`src/rtl/scap_pkg.sv`:
```
// Shared types, codes and ISO 7816-3 lookup tables for the ATR parser.
// Used by scap_step and smart_card_atr_parser; depends on nothing else.
package scap_pkg;

  // Longest ATR accepted, counted from T0 through the last historical byte
  localparam int MAX_ATR_BYTES = 32;
  localparam int CNT_W = $clog2(MAX_ATR_BYTES + 1);

  // Status codes carried in every result item
  localparam logic [2:0] ST_BUSY     = 3'd0;
  localparam logic [2:0] ST_OK       = 3'd1;
  localparam logic [2:0] ST_BAD_TS   = 3'd2;
  localparam logic [2:0] ST_TOO_LONG = 3'd3;
  localparam logic [2:0] ST_TCK_ERR  = 3'd4;
  localparam logic [2:0] ST_BAD_PROT = 3'd5;
  localparam logic [2:0] ST_RX_FAULT = 3'd6;

  // Interface byte selectors within a Y nibble
  localparam logic [3:0] SEL_TA = 4'h1;
  localparam logic [3:0] SEL_TB = 4'h2;
  localparam logic [3:0] SEL_TC = 4'h4;
  localparam logic [3:0] SEL_TD = 4'h8;

  localparam logic [7:0] TS_DIRECT  = 8'h3B;
  localparam logic [7:0] TS_INVERSE = 8'h3F;

  localparam logic [3:0] PROT_T0  = 4'd0;
  localparam logic [3:0] PROT_T1  = 4'd1;
  localparam logic [3:0] PROT_T15 = 4'd15;

  // Not-given values of the T=0 / T=1 fields
  localparam logic [8:0] BYTE_NONE   = 9'd256;
  localparam logic [4:0] NIBBLE_NONE = 5'd16;

  typedef enum logic [4:0] {
    PH_TS     = 5'b00001,
    PH_FORMAT = 5'b00010,
    PH_IFACE  = 5'b00100,
    PH_HIST   = 5'b01000,
    PH_CHECK  = 5'b10000
  } phase_t;

  typedef struct packed {
    logic [7:0] atr_byte;
    logic       rx_fault;
  } in_item_t;

  typedef struct packed {
    logic        reverse_convention;
    logic [11:0] clock_rate_factor;
    logic [6:0]  baud_divisor;
    logic [31:0] max_clock_hz;
    logic [7:0]  extra_guard;
    logic [2:0]  protocol_mask;
    logic [8:0]  wait_integer;
    logic [8:0]  card_frame_size;
    logic [4:0]  block_wait_index;
    logic [4:0]  char_wait_index;
    logic [8:0]  redundancy_type;
  } atr_fields_t;

  typedef struct packed {
    logic [2:0]  status;
    atr_fields_t f;
  } out_item_t;

  typedef struct packed {
    phase_t           phase;
    logic [3:0]       pending;
    logic [5:0]       group_index;
    logic [3:0]       protocol;
    logic [3:0]       hist_remaining;
    logic [7:0]       running_xor;
    logic [CNT_W-1:0] byte_count;
    logic             other_named;
    atr_fields_t      f;
  } parse_state_t;

  function automatic atr_fields_t fields_cleared();
    atr_fields_t r;
    r = '0;
    r.wait_integer     = BYTE_NONE;
    r.card_frame_size  = BYTE_NONE;
    r.block_wait_index = NIBBLE_NONE;
    r.char_wait_index  = NIBBLE_NONE;
    r.redundancy_type  = BYTE_NONE;
    return r;
  endfunction

  function automatic parse_state_t state_reset();
    parse_state_t s;
    s = '0;
    s.phase       = PH_TS;
    s.group_index = 6'd1;
    s.f           = fields_cleared();
    return s;
  endfunction

  // Fi from the upper nibble of TA1
  function automatic logic [11:0] fi_lookup(input logic [3:0] code);
    logic [11:0] r;
    case (code)
      4'd2:    r = 12'd558;
      4'd3:    r = 12'd744;
      4'd4:    r = 12'd1116;
      4'd5:    r = 12'd1488;
      4'd6:    r = 12'd1860;
      4'd9:    r = 12'd512;
      4'd10:   r = 12'd768;
      4'd11:   r = 12'd1024;
      4'd12:   r = 12'd1536;
      4'd13:   r = 12'd2048;
      default: r = 12'd372;
    endcase
    return r;
  endfunction

  // Di from the lower nibble of TA1
  function automatic logic [6:0] di_lookup(input logic [3:0] code);
    logic [6:0] r;
    case (code)
      4'd2:    r = 7'd2;
      4'd3:    r = 7'd4;
      4'd4:    r = 7'd8;
      4'd5:    r = 7'd16;
      4'd6:    r = 7'd32;
      4'd7:    r = 7'd64;
      4'd8:    r = 7'd12;
      4'd9:    r = 7'd20;
      default: r = 7'd1;
    endcase
    return r;
  endfunction

  // fMax from the upper nibble of TA1, all ones for reserved codes
  function automatic logic [31:0] fmax_lookup(input logic [3:0] code);
    logic [31:0] r;
    case (code)
      4'd0:    r = 32'd4000000;
      4'd1:    r = 32'd5000000;
      4'd2:    r = 32'd6000000;
      4'd3:    r = 32'd8000000;
      4'd4:    r = 32'd12000000;
      4'd5:    r = 32'd16000000;
      4'd6:    r = 32'd20000000;
      4'd9:    r = 32'd5000000;
      4'd10:   r = 32'd7500000;
      4'd11:   r = 32'd10000000;
      4'd12:   r = 32'd15000000;
      4'd13:   r = 32'd20000000;
      default: r = 32'hFFFF_FFFF;
    endcase
    return r;
  endfunction

endpackage

```
`src/rtl/scap_step.sv`:
```
// Per-character parse logic: next parser state and result item for one ATR byte.
// Purely combinational; uses types, codes and tables from scap_pkg.
module scap_step import scap_pkg::*; (
  input  parse_state_t cur,
  input  in_item_t     item,
  output parse_state_t nxt,
  output out_item_t    res
);

  logic [7:0] b;
  logic [3:0] sel;
  logic       known;
  logic       allowed;
  logic       room;
  logic       iface_done;
  logic       hist_done;
  logic [2:0] status;

  assign b     = item.atr_byte;
  assign room  = cur.byte_count < CNT_W'(MAX_ATR_BYTES);
  assign known = (cur.protocol == PROT_T0) || (cur.protocol == PROT_T1) ||
                 (cur.protocol == PROT_T15);

  // Pick the next expected interface byte by TA, TB, TC, TD priority
  always_comb begin
    if (cur.pending[0]) begin
      sel = SEL_TA;
    end else if (cur.pending[1]) begin
      sel = SEL_TB;
    end else if (cur.pending[2]) begin
      sel = SEL_TC;
    end else begin
      sel = SEL_TD;
    end
  end

  // Reject TA, TB, TC under protocols that give them no defined meaning
  always_comb begin
    case (sel)
      SEL_TA:  allowed = (cur.group_index == 6'd1) || known;
      SEL_TB:  allowed = (cur.group_index <= 6'd2) || known;
      SEL_TC:  allowed = (cur.group_index == 6'd1) || (cur.protocol == PROT_T0) ||
                         (cur.protocol == PROT_T1);
      default: allowed = 1'b1;
    endcase
  end

  // Advance the parser by one character
  always_comb begin
    nxt        = cur;
    status     = ST_BUSY;
    iface_done = 1'b0;
    hist_done  = 1'b0;
    case (cur.phase)
      PH_TS: begin
        nxt.f = fields_cleared();
        if (item.rx_fault) begin
          status = ST_RX_FAULT;
        end else if (b == TS_DIRECT || b == TS_INVERSE) begin
          nxt                      = state_reset();
          nxt.f.reverse_convention = (b == TS_INVERSE);
          nxt.phase                = PH_FORMAT;
        end else begin
          status = ST_BAD_TS;
        end
      end
      PH_FORMAT: begin
        if (item.rx_fault) begin
          status = ST_RX_FAULT;
        end else if (!room) begin
          status = ST_TOO_LONG;
        end else begin
          nxt.byte_count     = cur.byte_count + 1'b1;
          nxt.running_xor    = cur.running_xor ^ b;
          nxt.hist_remaining = b[3:0];
          nxt.pending        = b[7:4];
          nxt.phase          = PH_IFACE;
          iface_done         = (b[7:4] == 4'd0);
        end
      end
      PH_IFACE: begin
        if (item.rx_fault) begin
          status = ST_RX_FAULT;
        end else if (!allowed) begin
          status = ST_BAD_PROT;
        end else if (!room) begin
          status = ST_TOO_LONG;
        end else begin
          nxt.byte_count  = cur.byte_count + 1'b1;
          nxt.running_xor = cur.running_xor ^ b;
          nxt.pending     = cur.pending & ~sel;
          case (sel)
            SEL_TA: begin
              if (cur.group_index == 6'd1) begin
                nxt.f.clock_rate_factor = fi_lookup(b[7:4]);
                nxt.f.baud_divisor      = di_lookup(b[3:0]);
                nxt.f.max_clock_hz      = fmax_lookup(b[7:4]);
              end else if (cur.protocol == PROT_T1 && cur.group_index == 6'd3) begin
                nxt.f.card_frame_size = {1'b0, b};
              end
            end
            SEL_TB: begin
              if (cur.protocol == PROT_T1 && cur.group_index == 6'd3) begin
                nxt.f.block_wait_index = {1'b0, b[7:4]};
                nxt.f.char_wait_index  = {1'b0, b[3:0]};
              end
            end
            SEL_TC: begin
              if (cur.group_index == 6'd1) begin
                nxt.f.extra_guard = b;
              end else if (cur.protocol == PROT_T0 && cur.group_index == 6'd2) begin
                nxt.f.wait_integer = {1'b0, b};
              end else if (cur.protocol == PROT_T1 && cur.group_index == 6'd3) begin
                nxt.f.redundancy_type = {1'b0, b};
              end
            end
            default: begin
              nxt.protocol = b[3:0];
              nxt.pending  = b[7:4];
              if (b[3:0] == PROT_T0) begin
                nxt.f.protocol_mask[0] = 1'b1;
              end
              if (b[3:0] == PROT_T1) begin
                nxt.f.protocol_mask[1] = 1'b1;
              end
              if (b[3:0] == PROT_T15) begin
                nxt.f.protocol_mask[2] = 1'b1;
              end
              if (b[3:0] != PROT_T0) begin
                nxt.other_named = 1'b1;
              end
              if (cur.group_index != 6'd63) begin
                nxt.group_index = cur.group_index + 6'd1;
              end
            end
          endcase
          iface_done = (nxt.pending == 4'd0);
        end
      end
      PH_HIST: begin
        if (item.rx_fault) begin
          status = ST_RX_FAULT;
        end else if (!room) begin
          status = ST_TOO_LONG;
        end else begin
          nxt.byte_count  = cur.byte_count + 1'b1;
          nxt.running_xor = cur.running_xor ^ b;
          if (cur.hist_remaining != 4'd0) begin
            nxt.hist_remaining = cur.hist_remaining - 4'd1;
          end
          hist_done = (nxt.hist_remaining == 4'd0);
        end
      end
      PH_CHECK: begin
        if (item.rx_fault) begin
          status = ST_RX_FAULT;
        end else begin
          status = ((cur.running_xor ^ b) == 8'h00) ? ST_OK : ST_TCK_ERR;
        end
      end
      default: begin
        nxt.phase = PH_TS;
      end
    endcase

    // Leave the interface bytes for the historical bytes or the end
    if (iface_done && nxt.hist_remaining != 4'd0) begin
      nxt.phase = PH_HIST;
    end else if (iface_done || hist_done) begin
      if (nxt.other_named) begin
        nxt.phase = PH_CHECK;
      end else begin
        status = ST_OK;
      end
    end

    // Any final status ends the ATR
    if (status != ST_BUSY) begin
      nxt.phase = PH_TS;
    end
  end

  assign res.status = status;
  assign res.f      = nxt.f;

endmodule

```
`src/rtl/smart_card_atr_parser.sv`:
```
// ISO 7816-3 answer-to-reset parser, top level: state register and output skid.
// Depends on scap_pkg and scap_step.
//
// Usage:
//   in_item carries one received ATR character and a receive-fault flag.
//   Every accepted item yields exactly one out_item: a status and the
//   interface parameters gathered so far (Fi, Di, fMax, N, protocols,
//   WI, IFSC, BWI, CWI, redundancy type).
//   A non-zero status is final; the parser then takes the next character
//   as a new TS.
//   Both channels use valid/stall; an item moves when valid is high and
//   stall is low.
// Timing:
//   One character per cycle sustained while in_stall is low. Each result is
//   registered into out_item, or into the skid register when out_item is stalled;
//   the whole parse step sits between the state register and the result register.
//   When the receiver stalls, one more item is taken into a skid register;
//   in_stall rises only while that skid entry is full.
// Reset:
//   rst_n (synchronous, active low) empties the output side and puts the
//   parser in the wait-for-TS state.
module smart_card_atr_parser import scap_pkg::*; (
  input  logic      clk,
  input  logic      rst_n,
  input  logic      in_valid,
  output logic      in_stall,
  input  in_item_t  in_item,
  output logic      out_valid,
  input  logic      out_stall,
  output out_item_t out_item
);

  parse_state_t st_r;
  parse_state_t st_nxt;
  out_item_t    res;
  out_item_t    out_item_r;
  out_item_t    skid_item_r;
  logic         out_valid_r;
  logic         skid_valid_r;
  logic         in_take;
  logic         out_take;

  assign in_stall  = skid_valid_r;
  assign in_take   = in_valid && !skid_valid_r;
  assign out_take  = out_valid_r && !out_stall;
  assign out_valid = out_valid_r;
  assign out_item  = out_item_r;

  scap_step u_step (
    .cur  (st_r),
    .item (in_item),
    .nxt  (st_nxt),
    .res  (res)
  );

  // Advance parser state on each accepted item
  always_ff @(posedge clk) begin
    if (!rst_n) begin
      st_r <= state_reset();
    end else if (in_take) begin
      st_r <= st_nxt;
    end
  end

  // Result register with a one-entry skid behind it
  always_ff @(posedge clk) begin
    if (!rst_n) begin
      out_valid_r  <= 1'b0;
      skid_valid_r <= 1'b0;
    end else if (skid_valid_r) begin
      if (out_take) begin
        out_item_r   <= skid_item_r;
        skid_valid_r <= 1'b0;
      end
    end else if (in_take) begin
      if (!out_valid_r || out_take) begin
        out_item_r  <= res;
        out_valid_r <= 1'b1;
      end else begin
        skid_item_r  <= res;
        skid_valid_r <= 1'b1;
      end
    end else if (out_take) begin
      out_valid_r <= 1'b0;
    end
  end

  // Skid entry only holds an item behind a full result register
  a_skid_behind_out: assert property (@(posedge clk) disable iff (!rst_n)
    skid_valid_r |-> out_valid_r)
    else $error("skid entry valid with empty result register");

  // An item taken while the result is stalled lands in the skid entry
  a_skid_fill: assert property (@(posedge clk) disable iff (!rst_n)
    (in_take && out_valid_r && out_stall) |=> skid_valid_r)
    else $error("item lost while output stalled");

  // A final status sends the parser back to waiting for TS
  a_final_to_ts: assert property (@(posedge clk) disable iff (!rst_n)
    (in_take && res.status != ST_BUSY) |=> (st_r.phase == PH_TS))
    else $error("parser did not return to TS after final status");

  // Character count stays within the ATR length bound
  a_count_bound: assert property (@(posedge clk) disable iff (!rst_n)
    st_r.byte_count <= CNT_W'(MAX_ATR_BYTES))
    else $error("byte count beyond ATR length bound");

endmodule

```
`config.mk`:
```
export PLATFORM = sky130hd
export DESIGN_NAME = smart_card_atr_parser
export DESIGN_NICKNAME = d
export VERILOG_FILES = /design/src/rtl/scap_pkg.sv /design/src/rtl/scap_step.sv /design/src/rtl/smart_card_atr_parser.sv
export SDC_FILE = /design/constraint.sdc
export NUM_CORES = 1
export LEC_CHECK = 0
export BUFFER_PORTS_ARGS = -buffer_cell sky130_fd_sc_hd__buf_2
export CORE_ASPECT_RATIO = 0.8
export CORE_MARGIN = 10
export CORE_UTILIZATION = 45
export DETAILED_ROUTE_END_ITERATION = 10
export PLACE_DENSITY = 0.72
export SYNTH_ARGS = -nofsm -noshare
export SYNTH_HDL_FRONTEND = slang
export SYNTH_HIERARCHICAL = 1
export SYNTH_SLANG_ARGS = --single-unit
```
`constraint.sdc`:
```
create_clock -name clk -period 15.8 [get_ports clk]
set_clock_uncertainty 0.15 [all_clocks]
set_input_delay 1.58 -clock clk [delete_from_list [all_inputs] [get_ports clk]]
set_output_delay 1.58 -clock clk [all_outputs]
set_load 0.02 [all_outputs]
```
Word level (Yosys, flattened, before mapping) --
Memories as Yosys holds them, arrays and structs flattened. Cells that the tools add are included.
Storage, ports and cells: register bits 346, bits in read-only memories 800, input bits 13, output and inout bits 105, logic and storage cells 229, memories kept 3
Operators by class: add/sub/neg operators 3, $lt $le $gt $ge 2, eq/ne operators 31, mux-type cells 97, bitwise operators 5, reduce and logical (&&, ||, !) cells 43
Memory list:
- (name not given) | depth 16, width 32, read ports 1, clocked after memory_dff 0, write ports 0, line scap_pkg.sv:138 | case (code)
- (name not given) | depth 16, width 11, read ports 1, clocked after memory_dff 0, write ports 0, line scap_pkg.sv:102 | case (code)
- (name not given) | depth 16, width 7, read ports 1, clocked after memory_dff 0, write ports 0, line scap_pkg.sv:121 | case (code)
Operators with widths (count):
- $mux W103 | 4
- $mux W99 | 3
- $mux W138 | 2
- $pmux W99 S2 | 1
- $mux W14 | 8
- $mux W9 | 12
- $mux W51 | 2
- $mux W18 | 4
- $pmux W14 S4 | 1
- $mux W15 | 3
- $mux W3 | 10
- $mux W4 | 7
- $pmux W4 S3 | 2
- $mux W1 | 21
- $logic_not A4 Y1 | 5
- $mux W10 | 2
- $mux W5 | 4
- $pmux W10 S2 | 1
- $reduce_and A9 Y1 | 2
- $eq A8 B6 Y1 const B | 2
- $mux W8 | 2
- $ne A2 B1 Y1 const B | 8
- $reduce_bool A4 Y1 | 4
- $pmux W5 S3 | 1
- other kinds (38) | 70

Depth between registers and ports, before layout --
depth in word-level cells 21, gate-level depth with buffers 12, depth with buffers taken out 10

Hierarchy --
Netlist, hierarchy kept.
By module, submodules not included:
- smart_card_atr_parser | times used 1, cells each 927, area each 13008.7 um^2, seq. area each 8988.6 um^2
- scap_step | times used 1, cells each 787, area each 4717.0 um^2, seq. area each 0.0 um^2

Worst setup path before layout --
OpenSTA, ideal clock, no wires.
kind input to register, start input in_valid, end register out_item_r (netlist bit out_item[0]) (enable), library setup time 0.728 ns, data arrival time 9.596 ns, required time 14.922 ns, path slack 5.326 ns, cell stages on the path 3, path buffers 1, cell sequence nand2b_1 clkbuf_1 a221oi_1
On the way: longest elaborated chain between the ends 3
Ends and longest elaborated chain:
- start, declared | line smart_card_atr_parser.sv:25 | input logic in_valid,
- $logic_and A1 B1 Y1 | line smart_card_atr_parser.sv:44 | assign in_take = in_valid && !skid_valid_r;
- $reduce_bool A2 Y1 (no source line)
- $reduce_and A4 Y1 (no source line)
- end signal, assigned | line smart_card_atr_parser.sv:72 | out_item_r <= skid_item_r;
- end signal, assigned | line smart_card_atr_parser.sv:77 | out_item_r <= res;
- end, declared | line smart_card_atr_parser.sv:36 | out_item_t out_item_r;
Every way passes these cells. A chain may end at the register's enable or synchronous reset.

==> key figures <==
Global routing
  • Largest net degree at the start of global routing: 132
  • GR Overflow Total: 0
  • Vias in the first global route: 11,690
  • Tot GR Track Use: 16.69%
  • First-pass GRT wire length: 65.67 mm
  • Initial antenna violation count: 5

Critical path
  • Worst setup SP type: input port
  • Crit Path Category: input port to register
  • Slowest Stage Delay on Critical Path: 0.52 ns
  • R2r startpoint: st_r[136]
  • CP Capture Type: register
  • Crit path cell chain: buf_2 -> or2_2 -> nor4_4 -> nand4_1 -> a21oi_2 -> o21ai_0 -> and3b_1 -> a211o_1
  • Critical path buffer and inverter count: 1
  • R2r worst-path depth: 6
  • WP data required: 16.07 ns
  • Critical Path Stages: 8
  • Crit path DAT: 4.19 ns
  • Cell family with the largest share of critical-path delay: simple AND/OR/NAND/NOR gates
  • Worst-path fanout max: 11
  • Slowest-stage cell, CP: a21oi_2
  • Critical R2R Capture: out_item[59]
  • Reg-to-reg slack, setup: 12.10 ns

Synthesis
  • Synthesized area: 17,730 um2
  • Async SR Flop Fraction: 0%
  • Synth Flop Type: edfxtp_1
  • Syn_area_per_cell: 10.34 um2
  • Post-synth cell types: 83
  • Synth Instances: 1,714
  • Synth Register Bits: 346
  • Number of flops mapped to enable cells by yosys: 206
  • YS warnings: 6
  • Post-synthesis sequential area ratio: 50.71%
  • Syn Nets: 1,739

Floorplanning
  • Chip height: 197.5 um
  • Ports: 118
  • Die width: 241.9 um
  • Number of placement rows: 64
  • Initial core utilization: 45.93%
  • Die area: 47,780 um2
  • Core Footprint: 38,600 um2

Timing
  • Worst relative slew slack: 26.26%
  • Minimum clock period: 3.919 ns
  • Worst-Margin Slew: 1.106 ns
  • Fmax: 255.2 MHz
  • Final period utilization: 24.80%
  • Max-slew violations: 0
  • RSZ-0062 raised after global routing: false
  • Number of setup violations in the final report: 0
  • Final hold violation count: 0
  • Setup TNS: 0 ns

Worst hold path
  • Hold path startpoint: st_r[57]
  • Hold Path Class: register to register
  • Hold Path Sink: st_r[57]
  • Hold Path Stages: 2

Routing
  • Routed WL per cell: 18.71 um
  • Vias: 12,370
  • Iter 0 DRT Violations: 1,217
  • Via density: 5.589
  • Drt pass-1 iters: 7
  • Final WL: 41.43 mm
  • Routed Antenna Nets: 0
  • DRC: 0

Clocking
  • Number of CTS-inserted buffers: 36
  • CTS clk-pin slew, worst paths: 0.06 ns
  • CTS tree: yes
  • Hold-fix buffers at CTS: 0
  • Post-CTS sizing: 0
  • Setup repair bufs after CTS: 0
  • Clk buf depth: 3
  • CTS Sinks: 346
  • CTS root buffer: clkbuf_16
  • Clk_lat worst skew: 0.54 ns
  • H-tree depth: 2

Power and ir drop
  • Worst VDD drop: 68.91 uV
  • Reg power frac: 48.6%
  • Power Density: 106.6 nW/um2
  • Comb power frac: 7.3%
  • NetSw: 0.4667 mW
  • Sw frac: 23.13%
  • Clock share of power: 44.1%
  • Static leakage: 6.954 nW
  • Internal power: 1.551 mW

Finish
  • Area Overhead vs Synth: 6.770%
  • ANT cells: 0
  • Share of layout cells above drive strength 1: 18.98%
  • Final nets: 1,683
  • Final Cell Area: 18,930 um2

Run
  • Maxcap violations: 0

Status
  • Run status: finished clean

Place
  • Placed Area: 17,690 um2
  • RePlAce Congestion: 0.8941
  • HPWL after DPL: 25.97 mm
  • Port buffer count: 117
state kept, by name, indices dropped and copies added, names as in the netlist:
| signal | count |
|---|---|
| st_r | 138 |
| out_item | 103 |
| skid_item_r | 103 |
| in_stall | 1 |
| out_valid | 1 |
stage by stage:
stage          utilization [%]  hold slack (ns)  std cells  power [mW]  worst slack, ns
2_1_floorplan                -           0.2798       1714       1.112            5.326
3_3_place_gp             45.83           0.2883       2148       1.145            11.49
3_5_place_dp             45.83           0.2972       2148       1.147            11.42
4_1_cts                  49.03           0.3083       2214       2.033            11.98
5_1_grt                  49.03           0.3239       2214       2.079            11.75
6_report                 49.03           0.3064       2214       2.018            11.88
worst max-delay path by stage:
stage | from | to
detailed placement | in_item[0] | st_r[8]
CTS | in_item[0] | out_item[32]
finish | in_item[0] | st_r[8]
floorplan | in_valid | out_item[0]
global route | in_item[0] | out_item[35]
global placement | in_item[0] | out_item[35]
power by group through the flow:
stage	Combinational (mW)	Sequential, mW	Clock, mW
floorplan	0.0948	1.02	0
global placement	0.146	0.999	0
detailed placement	0.147	0.999	0
CTS	0.148	0.980	0.906
global route	0.158	0.981	0.940
finish	0.147	0.980	0.891
cell usage after synthesis, drive strengths merged (23+ instances only):
cell	instances	area [um2]
nand3	68	345.3
nor2	44	172.7
mux2i	137	1371
nand2	408	1531
edfxtp	206	6186
o21ai	94	474.2
mux2	106	1194
nor3	23	131.4
clkbuf	62	232.7
dfxtp	140	2803
a21oi	34	192.7
buf	161	1199
worst min-delay path: cells and delay by family (launching register included):
kind / cells / cell delay (ns)
flip-flops: 1 / 0.31
AND/OR/NAND/NOR: 1 / 0.05
multiplexers: 1 / 0.05
cell families (layout without fill, tap and decap cells):
logic type | count (synthesis) | in the layout | share of synthesized area [%]
compound gates | 228 | 228 | 8.823
xor+xnor | 13 | 13 | 0.6423
buf+inv | 242 | 214 | 8.477
mux | 244 | 244 | 14.60
flops | 346 | 346 | 50.71
simple gates | 629 | 629 | 15.90
fa+ha+maj | 12 | 12 | 0.8470
final cells by class:
type | count | area, um2
fillers | 3440 | 19670
repair buffers | 129 | 694.4
multi-input cells | 1126 | 7272
inverters | 19 | 71.32
clock inverters | 17 | 222.7
flip-flops and latches | 346 | 8992
well taps | 528 | 660.6
clock buffers | 49 | 1012
cell usage in the layout (no fill, tap or decap), types with 5 or more instances in the layout:
cell       instances
buf_4             11
o21ai_0           81
mux2i_1          137
a21o_1            12
a211o_1            7
bufinv_16          5
xor2_1             8
clkbuf_1           9
nand3_1           67
clkinv_2           5
nand3b_1           5
and3b_1           11
xnor2_1            5
and3_1            14
inv_1             19
edfxtp_1         206
o21ai_1           12
clkbuf_16         38
mux2_2           106
buf_2            116
nand2_1          407
nor4_1             5
a211oi_1          11
nand2b_1           7
nand4_1           13
a22o_1            14
o31ai_1            8
nor2b_1            5
nor3_1            20
nor2_1            43
a21oi_1           30
dfxtp_1          139
ha_1              12
metal layers:
layer | up-vias | GRT usage, % | share of wire (%)
li1 | 5869 | - | -
met1 | 6017 | 23.07 | 46
met2 | 410 | 26.07 | 44
met3 | 70 | 3.581 | 7.6
met4 | 8 | 4.464 | 1.9
met5 | - | 0 | 0.11
Power figures use the tool's default switching activity.
